**config.mk**
```make
export PLATFORM = sky130hd
export DESIGN_NAME = des_block_cipher
export DESIGN_NICKNAME = d
export VERILOG_FILES = /design/src/sv/des_pkg.sv /design/src/sv/des_key_sched.sv /design/src/sv/des_datapath.sv /design/src/sv/des_ctrl.sv /design/src/sv/des_block_cipher.sv
export VERILOG_INCLUDE_DIRS = /design/src /design/src/sv
export SDC_FILE = /design/constraint.sdc
export NUM_CORES = 1
export LEC_CHECK = 0
export BUFFER_PORTS_ARGS = -buffer_cell sky130_fd_sc_hd__buf_2
export CORE_MARGIN = 3
export CORE_UTILIZATION = 45
export CTS_CLUSTER_SIZE = 40
export DETAILED_ROUTE_END_ITERATION = 10
export PLACE_DENSITY = 0.72
export SETUP_SLACK_MARGIN = 0.5
export SLEW_MARGIN = 20
export SYNTH_ARGS = -nofsm -noshare
export SYNTH_HDL_FRONTEND = slang
export SYNTH_SLANG_ARGS = --single-unit
```
**constraint.sdc**
```tcl
create_clock -name clk -period 4.15 [get_ports clk]
set_input_delay 0.415 -clock clk [delete_from_list [all_inputs] [get_ports clk]]
set_output_delay 0.415 -clock clk [all_outputs]
set_load 0.02 [all_outputs]
```
**src/sv/assert_macros.svh**
```systemverilog
// assertion helpers
`ifndef ASSERT_MACROS_SVH
`define ASSERT_MACROS_SVH
`ifndef ASSERT_OFF
`define ASSERT_IMPL(label, clk, rst_n, prop) \
    label: assert property (@(posedge clk) disable iff (!rst_n) prop) else $error("%m failed");
`define ASSERT_NEVER(label, clk, rst_n, expr) \
    label: assert property (@(posedge clk) disable iff (!rst_n) !(expr)) else $error("%m failed");
`else
`define ASSERT_IMPL(label, clk, rst_n, prop)
`define ASSERT_NEVER(label, clk, rst_n, expr)
`endif
`endif

```
**src/sv/des_pkg.sv**
```systemverilog
package des_pkg;

    localparam int NumRounds = 16;

    typedef enum logic [2:0] {
        ST_IDLE  = 3'b001,
        ST_ROUND = 3'b010,
        ST_DONE  = 3'b100
    } des_state_t;

    typedef struct packed {
        logic load;
        logic round;
        logic [3:0] round_idx;
    } des_cmd_t;

    localparam logic [6:0] TAB_IP [64] = '{
        58,50,42,34,26,18,10,2, 60,52,44,36,28,20,12,4,
        62,54,46,38,30,22,14,6, 64,56,48,40,32,24,16,8,
        57,49,41,33,25,17,9,1,  59,51,43,35,27,19,11,3,
        61,53,45,37,29,21,13,5, 63,55,47,39,31,23,15,7};
    localparam logic [6:0] TAB_FP [64] = '{
        40,8,48,16,56,24,64,32, 39,7,47,15,55,23,63,31,
        38,6,46,14,54,22,62,30, 37,5,45,13,53,21,61,29,
        36,4,44,12,52,20,60,28, 35,3,43,11,51,19,59,27,
        34,2,42,10,50,18,58,26, 33,1,41,9,49,17,57,25};
    localparam logic [5:0] TAB_E [48] = '{
        32,1,2,3,4,5, 4,5,6,7,8,9, 8,9,10,11,12,13, 12,13,14,15,16,17,
        16,17,18,19,20,21, 20,21,22,23,24,25, 24,25,26,27,28,29,
        28,29,30,31,32,1};
    localparam logic [5:0] TAB_P [32] = '{
        16,7,20,21,29,12,28,17, 1,15,23,26,5,18,31,10,
        2,8,24,14,32,27,3,9,    19,13,30,6,22,11,4,25};
    localparam logic [6:0] TAB_PC1 [56] = '{
        57,49,41,33,25,17,9,  1,58,50,42,34,26,18,
        10,2,59,51,43,35,27,  19,11,3,60,52,44,36,
        63,55,47,39,31,23,15, 7,62,54,46,38,30,22,
        14,6,61,53,45,37,29,  21,13,5,28,20,12,4};
    localparam logic [5:0] TAB_PC2 [48] = '{
        14,17,11,24,1,5, 3,28,15,6,21,10, 23,19,12,4,26,8, 16,7,27,20,13,2,
        41,52,31,37,47,55, 30,40,51,45,33,48, 44,49,39,56,34,53,
        46,42,50,36,29,32};
    localparam logic [1:0] TAB_ROT [16] = '{1,1,2,2,2,2,2,2,1,2,2,2,2,2,2,1};
    localparam logic [3:0] TAB_S [8][64] = '{
        '{14,4,13,1,2,15,11,8,3,10,6,12,5,9,0,7,
          0,15,7,4,14,2,13,1,10,6,12,11,9,5,3,8,
          4,1,14,8,13,6,2,11,15,12,9,7,3,10,5,0,
          15,12,8,2,4,9,1,7,5,11,3,14,10,0,6,13},
        '{15,1,8,14,6,11,3,4,9,7,2,13,12,0,5,10,
          3,13,4,7,15,2,8,14,12,0,1,10,6,9,11,5,
          0,14,7,11,10,4,13,1,5,8,12,6,9,3,2,15,
          13,8,10,1,3,15,4,2,11,6,7,12,0,5,14,9},
        '{10,0,9,14,6,3,15,5,1,13,12,7,11,4,2,8,
          13,7,0,9,3,4,6,10,2,8,5,14,12,11,15,1,
          13,6,4,9,8,15,3,0,11,1,2,12,5,10,14,7,
          1,10,13,0,6,9,8,7,4,15,14,3,11,5,2,12},
        '{7,13,14,3,0,6,9,10,1,2,8,5,11,12,4,15,
          13,8,11,5,6,15,0,3,4,7,2,12,1,10,14,9,
          10,6,9,0,12,11,7,13,15,1,3,14,5,2,8,4,
          3,15,0,6,10,1,13,8,9,4,5,11,12,7,2,14},
        '{2,12,4,1,7,10,11,6,8,5,3,15,13,0,14,9,
          14,11,2,12,4,7,13,1,5,0,15,10,3,9,8,6,
          4,2,1,11,10,13,7,8,15,9,12,5,6,3,0,14,
          11,8,12,7,1,14,2,13,6,15,0,9,10,4,5,3},
        '{12,1,10,15,9,2,6,8,0,13,3,4,14,7,5,11,
          10,15,4,2,7,12,9,5,6,1,13,14,0,11,3,8,
          9,14,15,5,2,8,12,3,7,0,4,10,1,13,11,6,
          4,3,2,12,9,5,15,10,11,14,1,7,6,0,8,13},
        '{4,11,2,14,15,0,8,13,3,12,9,7,5,10,6,1,
          13,0,11,7,4,9,1,10,14,3,5,12,2,15,8,6,
          1,4,11,13,12,3,7,14,10,15,6,8,0,5,9,2,
          6,11,13,8,1,4,10,7,9,5,0,15,14,2,3,12},
        '{13,2,8,4,6,15,11,1,10,9,3,14,5,0,12,7,
          1,15,13,8,10,3,7,4,12,5,6,11,0,14,9,2,
          7,11,4,1,9,12,14,2,0,6,10,13,15,3,5,8,
          2,1,14,7,4,10,8,13,15,12,9,0,3,5,6,11}};

    function automatic logic [63:0] perm_ip(input logic [63:0] v);
        logic [63:0] r;
        for (int i = 0; i < 64; i++) r[63-i] = v[64-TAB_IP[i]];
        return r;
    endfunction

    function automatic logic [63:0] perm_fp(input logic [63:0] v);
        logic [63:0] r;
        for (int i = 0; i < 64; i++) r[63-i] = v[64-TAB_FP[i]];
        return r;
    endfunction

    function automatic logic [55:0] perm_pc1(input logic [63:0] v);
        logic [55:0] r;
        for (int i = 0; i < 56; i++) r[55-i] = v[64-TAB_PC1[i]];
        return r;
    endfunction

    function automatic logic [47:0] perm_pc2(input logic [55:0] v);
        logic [47:0] r;
        for (int i = 0; i < 48; i++) r[47-i] = v[56-TAB_PC2[i]];
        return r;
    endfunction

    function automatic logic [27:0] rot28(input logic [27:0] c, input logic [1:0] s);
        return (s == 2'd2) ? {c[25:0], c[27:26]} : {c[26:0], c[27]};
    endfunction

    function automatic logic [31:0] feistel(input logic [31:0] r, input logic [47:0] k);
        logic [47:0] e;
        logic [31:0] s;
        logic [31:0] p;
        logic [5:0] six;
        for (int i = 0; i < 48; i++) e[47-i] = r[32-TAB_E[i]];
        e = e ^ k;
        for (int j = 0; j < 8; j++) begin
            six = e[47-6*j -: 6];
            s[31-4*j -: 4] = TAB_S[j][{six[5], six[0], six[4:1]}];
        end
        for (int i = 0; i < 32; i++) p[31-i] = s[32-TAB_P[i]];
        return p;
    endfunction

endpackage

```
**src/sv/des_key_sched.sv**
```systemverilog
module des_key_sched (
    input  logic        clk,
    input  logic [63:0] cfg_key,
    input  logic        key_we,
    input  logic [3:0]  rd_idx,
    output logic [47:0] round_key
);
    import des_pkg::*;

    logic [55:0] cd;
    logic [27:0] c_all [17];
    logic [27:0] d_all [17];
    logic [47:0] keys_reg [16];

    // reset value of all-zero key gives all-zero round keys: no clear needed
    always_comb
    begin
        cd = perm_pc1(cfg_key);
        c_all[0] = cd[55:28];
        d_all[0] = cd[27:0];
        for (int i = 0; i < 16; i++)
        begin
            c_all[i+1] = rot28(c_all[i], TAB_ROT[i]);
            d_all[i+1] = rot28(d_all[i], TAB_ROT[i]);
        end
    end

    always_ff @(posedge clk)
    begin
        if (key_we)
        begin
            for (int i = 0; i < 16; i++)
                keys_reg[i] <= perm_pc2({c_all[i+1], d_all[i+1]});
        end
    end

    assign round_key = keys_reg[rd_idx];
endmodule

```
**src/sv/des_datapath.sv**
```systemverilog
module des_datapath (
    input  logic              clk,
    input  des_pkg::des_cmd_t cmd,
    input  logic [63:0]       block_in,
    input  logic [47:0]       round_key,
    output logic [63:0]       block_out
);
    import des_pkg::*;

    logic [31:0] l_reg, r_reg;
    logic [63:0] ip;

    assign ip = perm_ip(block_in);
    assign block_out = perm_fp({r_reg, l_reg});

    always_ff @(posedge clk)
    begin
        if (cmd.load)
        begin
            l_reg <= ip[63:32];
            r_reg <= ip[31:0];
        end
        else if (cmd.round)
        begin
            l_reg <= r_reg;
            r_reg <= l_reg ^ feistel(r_reg, round_key);
        end
    end
endmodule

```
**src/sv/des_ctrl.sv**
```systemverilog
module des_ctrl (
    input  logic              clk,
    input  logic              rst_n,
    input  logic              start,
    input  logic              dir,
    output logic              busy,
    output logic              done,
    output des_pkg::des_cmd_t cmd
);
    import des_pkg::*;

    des_state_t state_reg, state_next;
    logic [3:0] cnt_reg, cnt_next;

    always_comb
    begin
        state_next = state_reg;
        cnt_next = cnt_reg;
        cmd.load = 1'b0;
        cmd.round = 1'b0;
        cmd.round_idx = dir ? ~cnt_reg : cnt_reg;
        unique case (state_reg)
            ST_IDLE:
            begin
                if (start)
                begin
                    cmd.load = 1'b1;
                    cnt_next = '0;
                    state_next = ST_ROUND;
                end
            end
            ST_ROUND:
            begin
                cmd.round = 1'b1;
                cnt_next = cnt_reg + 4'd1;
                if (cnt_reg == 4'(NumRounds - 1)) state_next = ST_DONE;
            end
            ST_DONE:
                state_next = ST_IDLE;
            default:
                state_next = ST_IDLE;
        endcase
    end

    assign busy = (state_reg != ST_IDLE);
    assign done = (state_reg == ST_DONE);

    always_ff @(posedge clk or negedge rst_n)
    begin
        if (!rst_n)
        begin
            state_reg <= ST_IDLE;
            cnt_reg <= '0;
        end
        else
        begin
            state_reg <= state_next;
            cnt_reg <= cnt_next;
        end
    end
endmodule

```
**src/sv/des_block_cipher.sv**
```systemverilog
// done strobe rises after the accepted start: load while idle, then the rounds, one round per cycle
// a new block is accepted only while idle, after done; one feistel round per cycle over 16 stored round keys
// block_out is valid from the cycle done is high until the next accepted start; receiver cannot stall
// rst_n asynchronous active low: idle, direction 0, round keys of the all-zero key
module des_block_cipher (
    input  logic        clk,
    input  logic        rst_n,
    input  logic        start,
    output logic        busy,
    output logic        done,
    input  logic [63:0] block_in,
    output logic [63:0] block_out,
    input  logic        cfg_we,
    input  logic        cfg_index,
    input  logic [63:0] cfg_data
);
    import des_pkg::*;
    `include "assert_macros.svh"

    des_cmd_t cmd;
    logic direction_reg;
    logic key_we;
    logic [47:0] round_key;
    logic [63:0] key_mux;

    // key store reset: zero key expands to zero round keys, loaded by write at reset exit
    logic key_valid_reg;
    assign key_we = (cfg_we && !cfg_index) || !key_valid_reg;
    assign key_mux = (cfg_we && !cfg_index) ? cfg_data : 64'd0;

    always_ff @(posedge clk or negedge rst_n)
    begin
        if (!rst_n)
        begin
            direction_reg <= 1'b0;
            key_valid_reg <= 1'b0;
        end
        else
        begin
            key_valid_reg <= 1'b1;
            if (cfg_we && cfg_index) direction_reg <= cfg_data[0];
        end
    end

    des_ctrl u_ctrl (
        .clk(clk), .rst_n(rst_n), .start(start), .dir(direction_reg),
        .busy(busy), .done(done), .cmd(cmd)
    );

    des_key_sched u_keys (
        .clk(clk), .cfg_key(key_mux), .key_we(key_we),
        .rd_idx(cmd.round_idx), .round_key(round_key)
    );

    des_datapath u_dp (
        .clk(clk), .cmd(cmd), .block_in(block_in),
        .round_key(round_key), .block_out(block_out)
    );

    `ASSERT_NEVER(a_load_round, clk, rst_n, cmd.load && cmd.round)
    `ASSERT_IMPL(a_done_pulse, clk, rst_n, done |=> !done)
    `ASSERT_IMPL(a_start_busy, clk, rst_n, (start && !busy) |=> busy)
endmodule
```
==> results <==
- The finished cells cover 0.0316 sq mm.
- The netlist uses 107 different library cells.
- For this block, the via count after detailed routing is 26,400.
- Setup repair after global routing could not meet its margin everywhere.
- Data arrives at the worst endpoint at 4460 ps.
- Synthesis produced a netlist with a net count of 2,908.
- The most instantiated flip-flop cell in the synthesis netlist is edfxtp_1.
- Of the cells placed in the final design, the portion with a size suffix greater than 1 is 0.439.
- The initial DRC count is 3,384.
- The number of clock buffers added by TritonCTS is 17.
- CTS built an H-tree with a depth of 4.
- The top cell type by total area after synthesis is edfxtp_1.
- Of the post-synthesis cell area, the dominant cell type holds 0.169.
- In this run the remaining antenna-violating nets after routing total 0.
- Hold timing on the final database bottoms out at a slack of 181 ps.
- In this run the worst hold path is classified as in -> reg.
- The sequential-to-total area share from yosys stat is 0.179.
- Port buffering added 191 buffers.
- The initial antenna violation count is 0.
- The clock net in this run drives a total of 129 sinks.
- The placed wire-length estimate is 77,000 um.
- The maximum achievable frequency is 237 MHz.
- The global-route track usage on met1 is 0.495.
- The normalized max-slew margin is 0.479.
- Clock latency on the worst-skew pair, taken at its later pin, is 500 ps.
- The maximum number of buffers from clock root to sink is 2.
- The least setup slack across all paths after layout is -66.4 ps.
- The CTS tree is built.
- In the post-synthesis netlist, the biggest area contributors are edfxtp_1 17%, mux2i_1 9.8%, nand2_1 4.4%.
- In the post-synthesis netlist, the cell with the most instances is nand2_1.
- The kind of start point of the critical path is a register.
- The placement row count is 79.
- The routed design has 108,000 um of wire.
- At the pin with the least slew margin, the transition time is 782 ps.
- The core box area is 0.0468 sq mm.
- After synthesis the netlist holds a flip-flop and latch count of 129.
- Before antenna repair, the detailed router went through 6 iterations.
- The final core utilization is 0.677.
- The global-route usage over all layers is 0.403.
- The first global-routing pass estimated 155,000 um of wire.
- CTS placed an instance of clkbuf_16 at the clock tree root.
- The number of primary I/O pins is 199.
- The pin count of the biggest net entering global routing is 58.
- The routed via count divided by cell count is 6.67.
- The met2 routing resource usage after global routing is 0.649.
- The die is 224 um wide.
- Once placement finished, the instance area stood at 0.0267 sq mm.
- The post-synth design cell area is 0.0214 sq mm.
- For this run, design rule violations remaining after detail routing come to 0.
- The run finished, with violations left.
- The type of destination of the critical path is a register.
- STA puts the critical path data required time at 4390 ps.
- The pre-CTS worst setup slack is -241 ps.
- The fraction of registers with async set/reset is 0.0698.
- Synthesis produced a netlist whose cell count is 2,712.
- The maximum fanout encountered on the critical timing path is 6.
- After detailed routing, the average wire length per cell comes to 27.4 um.
- The met3 demand-to-capacity share in global routing is 0.0744.
- After clock tree synthesis, the clock-pin slew on the worst setup and hold paths is 70 ps.
- The final max-slew violation count is 0.
- The final cycle utilization of the critical path is 1.02.
- The minimum clock period is 4220 ps.
- The max-capacitance violation count is 0.
- The via count of the first global-routing pass was 25,000.
- Global routing finished with a remaining overflow of 0.
- At the end of the flow, the number of nets in the layout was 3,539.
- The most heavily used metal layer in global routing is met2.
- The congestion estimate from routability-driven global placement came to 1.01.
- The total number of yosys warnings is 0.
- In this run the vertical extent of the chip is 224 um.
- The register with the most flip-flops in the layout has 56 of them.
- The worst setup path category is reg -> reg.
- Setup violations remaining at the end of the flow were counted as 5.
- The final hold violation count is 0.
- The layout overhead on the synthesized area is 48.1%.
- The final reports fail on negative setup slack.
- The number of enable-type register cells in the synthesized netlist is 120.
- The floorplan step defined a die boundary enclosing 0.0501 sq mm.
- The synthesized area per cell is 7.88 sq um.
- By count the netlist is led by 248 x nand2_1, 209 x mux2i_1, 129 x nor2_1.
- The starting utilization of the core area is 0.457.
- Between clock sinks in the finished design, the worst skew comes to 20.2 ps.
layout make-up:
| class | instances | area, sq um |
|---|---|---|
| Multi-Input combinational cell | 2221 | 18200 |
| Fill cell | 3763 | 15100 |
| Timing Repair Buffer | 918 | 7950 |
| Sequential cell | 129 | 3840 |
| Tap cell | 607 | 759 |
| Clock buffer | 17 | 425 |
| Inverter | 56 | 260 |
| Clock inverter | 15 | 174 |
| Antenna cell | 1 | 2.50 |
logic make-up after synthesis:
kind of cell / count (synthesis) / synth area share
flip-flops: 129 / 0.179
AO/OA/AOI/OAI: 748 / 0.240
XOR/XNOR: 77 / 0.0364
AND/OR/NAND/NOR: 1041 / 0.268
adder cells (fa/ha/maj): 63 / 0.0369
buffers and inverters: 363 / 0.0882
multiplexers: 290 / 0.151
other: 1 / 0.000175
cell usage in the layout, fill, tap and decap left out, drive strengths merged, types with 10 or more instances in the layout:
| cell type | netlist | routed |
|---|---|---|
| nand3 | 116 | 116 |
| mux2 | 61 | 61 |
| and3 | 58 | 58 |
| nor3b | 125 | 125 |
| buf | 180 | 900 |
| or4 | 22 | 22 |
| nand4 | 19 | 19 |
| o2111ai | 17 | 17 |
| and3b | 38 | 38 |
| mux4 | 20 | 20 |
| o31ai | 17 | 17 |
| inv | 53 | 58 |
| o211ai | 58 | 58 |
| nor3 | 123 | 123 |
| a2111oi | 10 | 10 |
| a32oi | 10 | 10 |
| ha | 63 | 63 |
| nor2b | 10 | 10 |
| a22oi | 90 | 90 |
| a31oi | 12 | 12 |
| a21o | 22 | 22 |
| or3 | 12 | 12 |
| o21ai | 139 | 139 |
| o22ai | 109 | 109 |
| nand2b | 14 | 14 |
| nor2 | 131 | 131 |
| o22a | 21 | 21 |
| edfxtp | 120 | 120 |
| xor2 | 28 | 28 |
| a211o | 12 | 12 |
| clkbuf | 127 | 28 |
| a21oi | 100 | 100 |
| xnor2 | 48 | 48 |
| nand2 | 249 | 249 |
| and2 | 77 | 78 |
| mux2i | 209 | 209 |
| a211oi | 32 | 32 |
| nor4 | 11 | 11 |
metrics by stage:
step                      TNS, ps  instances
final                        -144       3964
after global routing        -1140       3963
after CTS                       0       3895
after detailed placement    -2850       3797
after global placement      -1770       3797
after floorplan                 0       2712
layer usage:
metal / up-vias / wire (um)
met1: 12700 / 40800
li1: 11600 / -
met5: - / 0
met2: 1628 / 49100
met3: 462 / 9770
met4: 0 / 8800
critical path: stages (launching register included):
cell and delay (ps):
dfrtp_4 520, buf_12 170, buf_4 150, xor2_4 150, buf_12 130, buf_6 130
mux2_4 310, buf_4 140, o211ai_1 210, a21oi_2 110, a21oi_2 120, buf_6 150
xnor2_4 160, inv_2 90, ha_4 280, inv_1 50, nor2_1 170, a21oi_1 80
or3_1 340, a211oi_2 260, xor2_1 170, a21oi_1 80
path summary, 6_finish.rpt:
check                      cells past startpoint  slack (ps)                start                  end
setup / recovery                              21         -70    u_ctrl.cnt_reg[0]        u_dp.r_reg[8]
hold / removal                                 3         180          block_in[6]       u_dp.l_reg[31]
setup reg to reg                              21         -70    u_ctrl.cnt_reg[0]        u_dp.r_reg[8]
hold reg to reg                                1         620  u_ctrl.state_reg[1]  u_ctrl.state_reg[2]
max in group asynchronous                      2        3550                rst_n  u_ctrl.state_reg[0]
min in group asynchronous                      2         330                rst_n    u_ctrl.cnt_reg[3]
timing repair:
item | in CTS | in global routing
gates resized for setup | 273 | 328
setup buffers | 52 | 54
setup endpoints to repair | 32 | 32
hold endpoints to repair | 8 | 0
gates cloned | 13 | 13
hold buffers | 1 | 0
pin swaps | 89 | 137
Power is not shown: default switching activity piles up to over one toggle a cycle in this logic, so the estimate is an artifact.
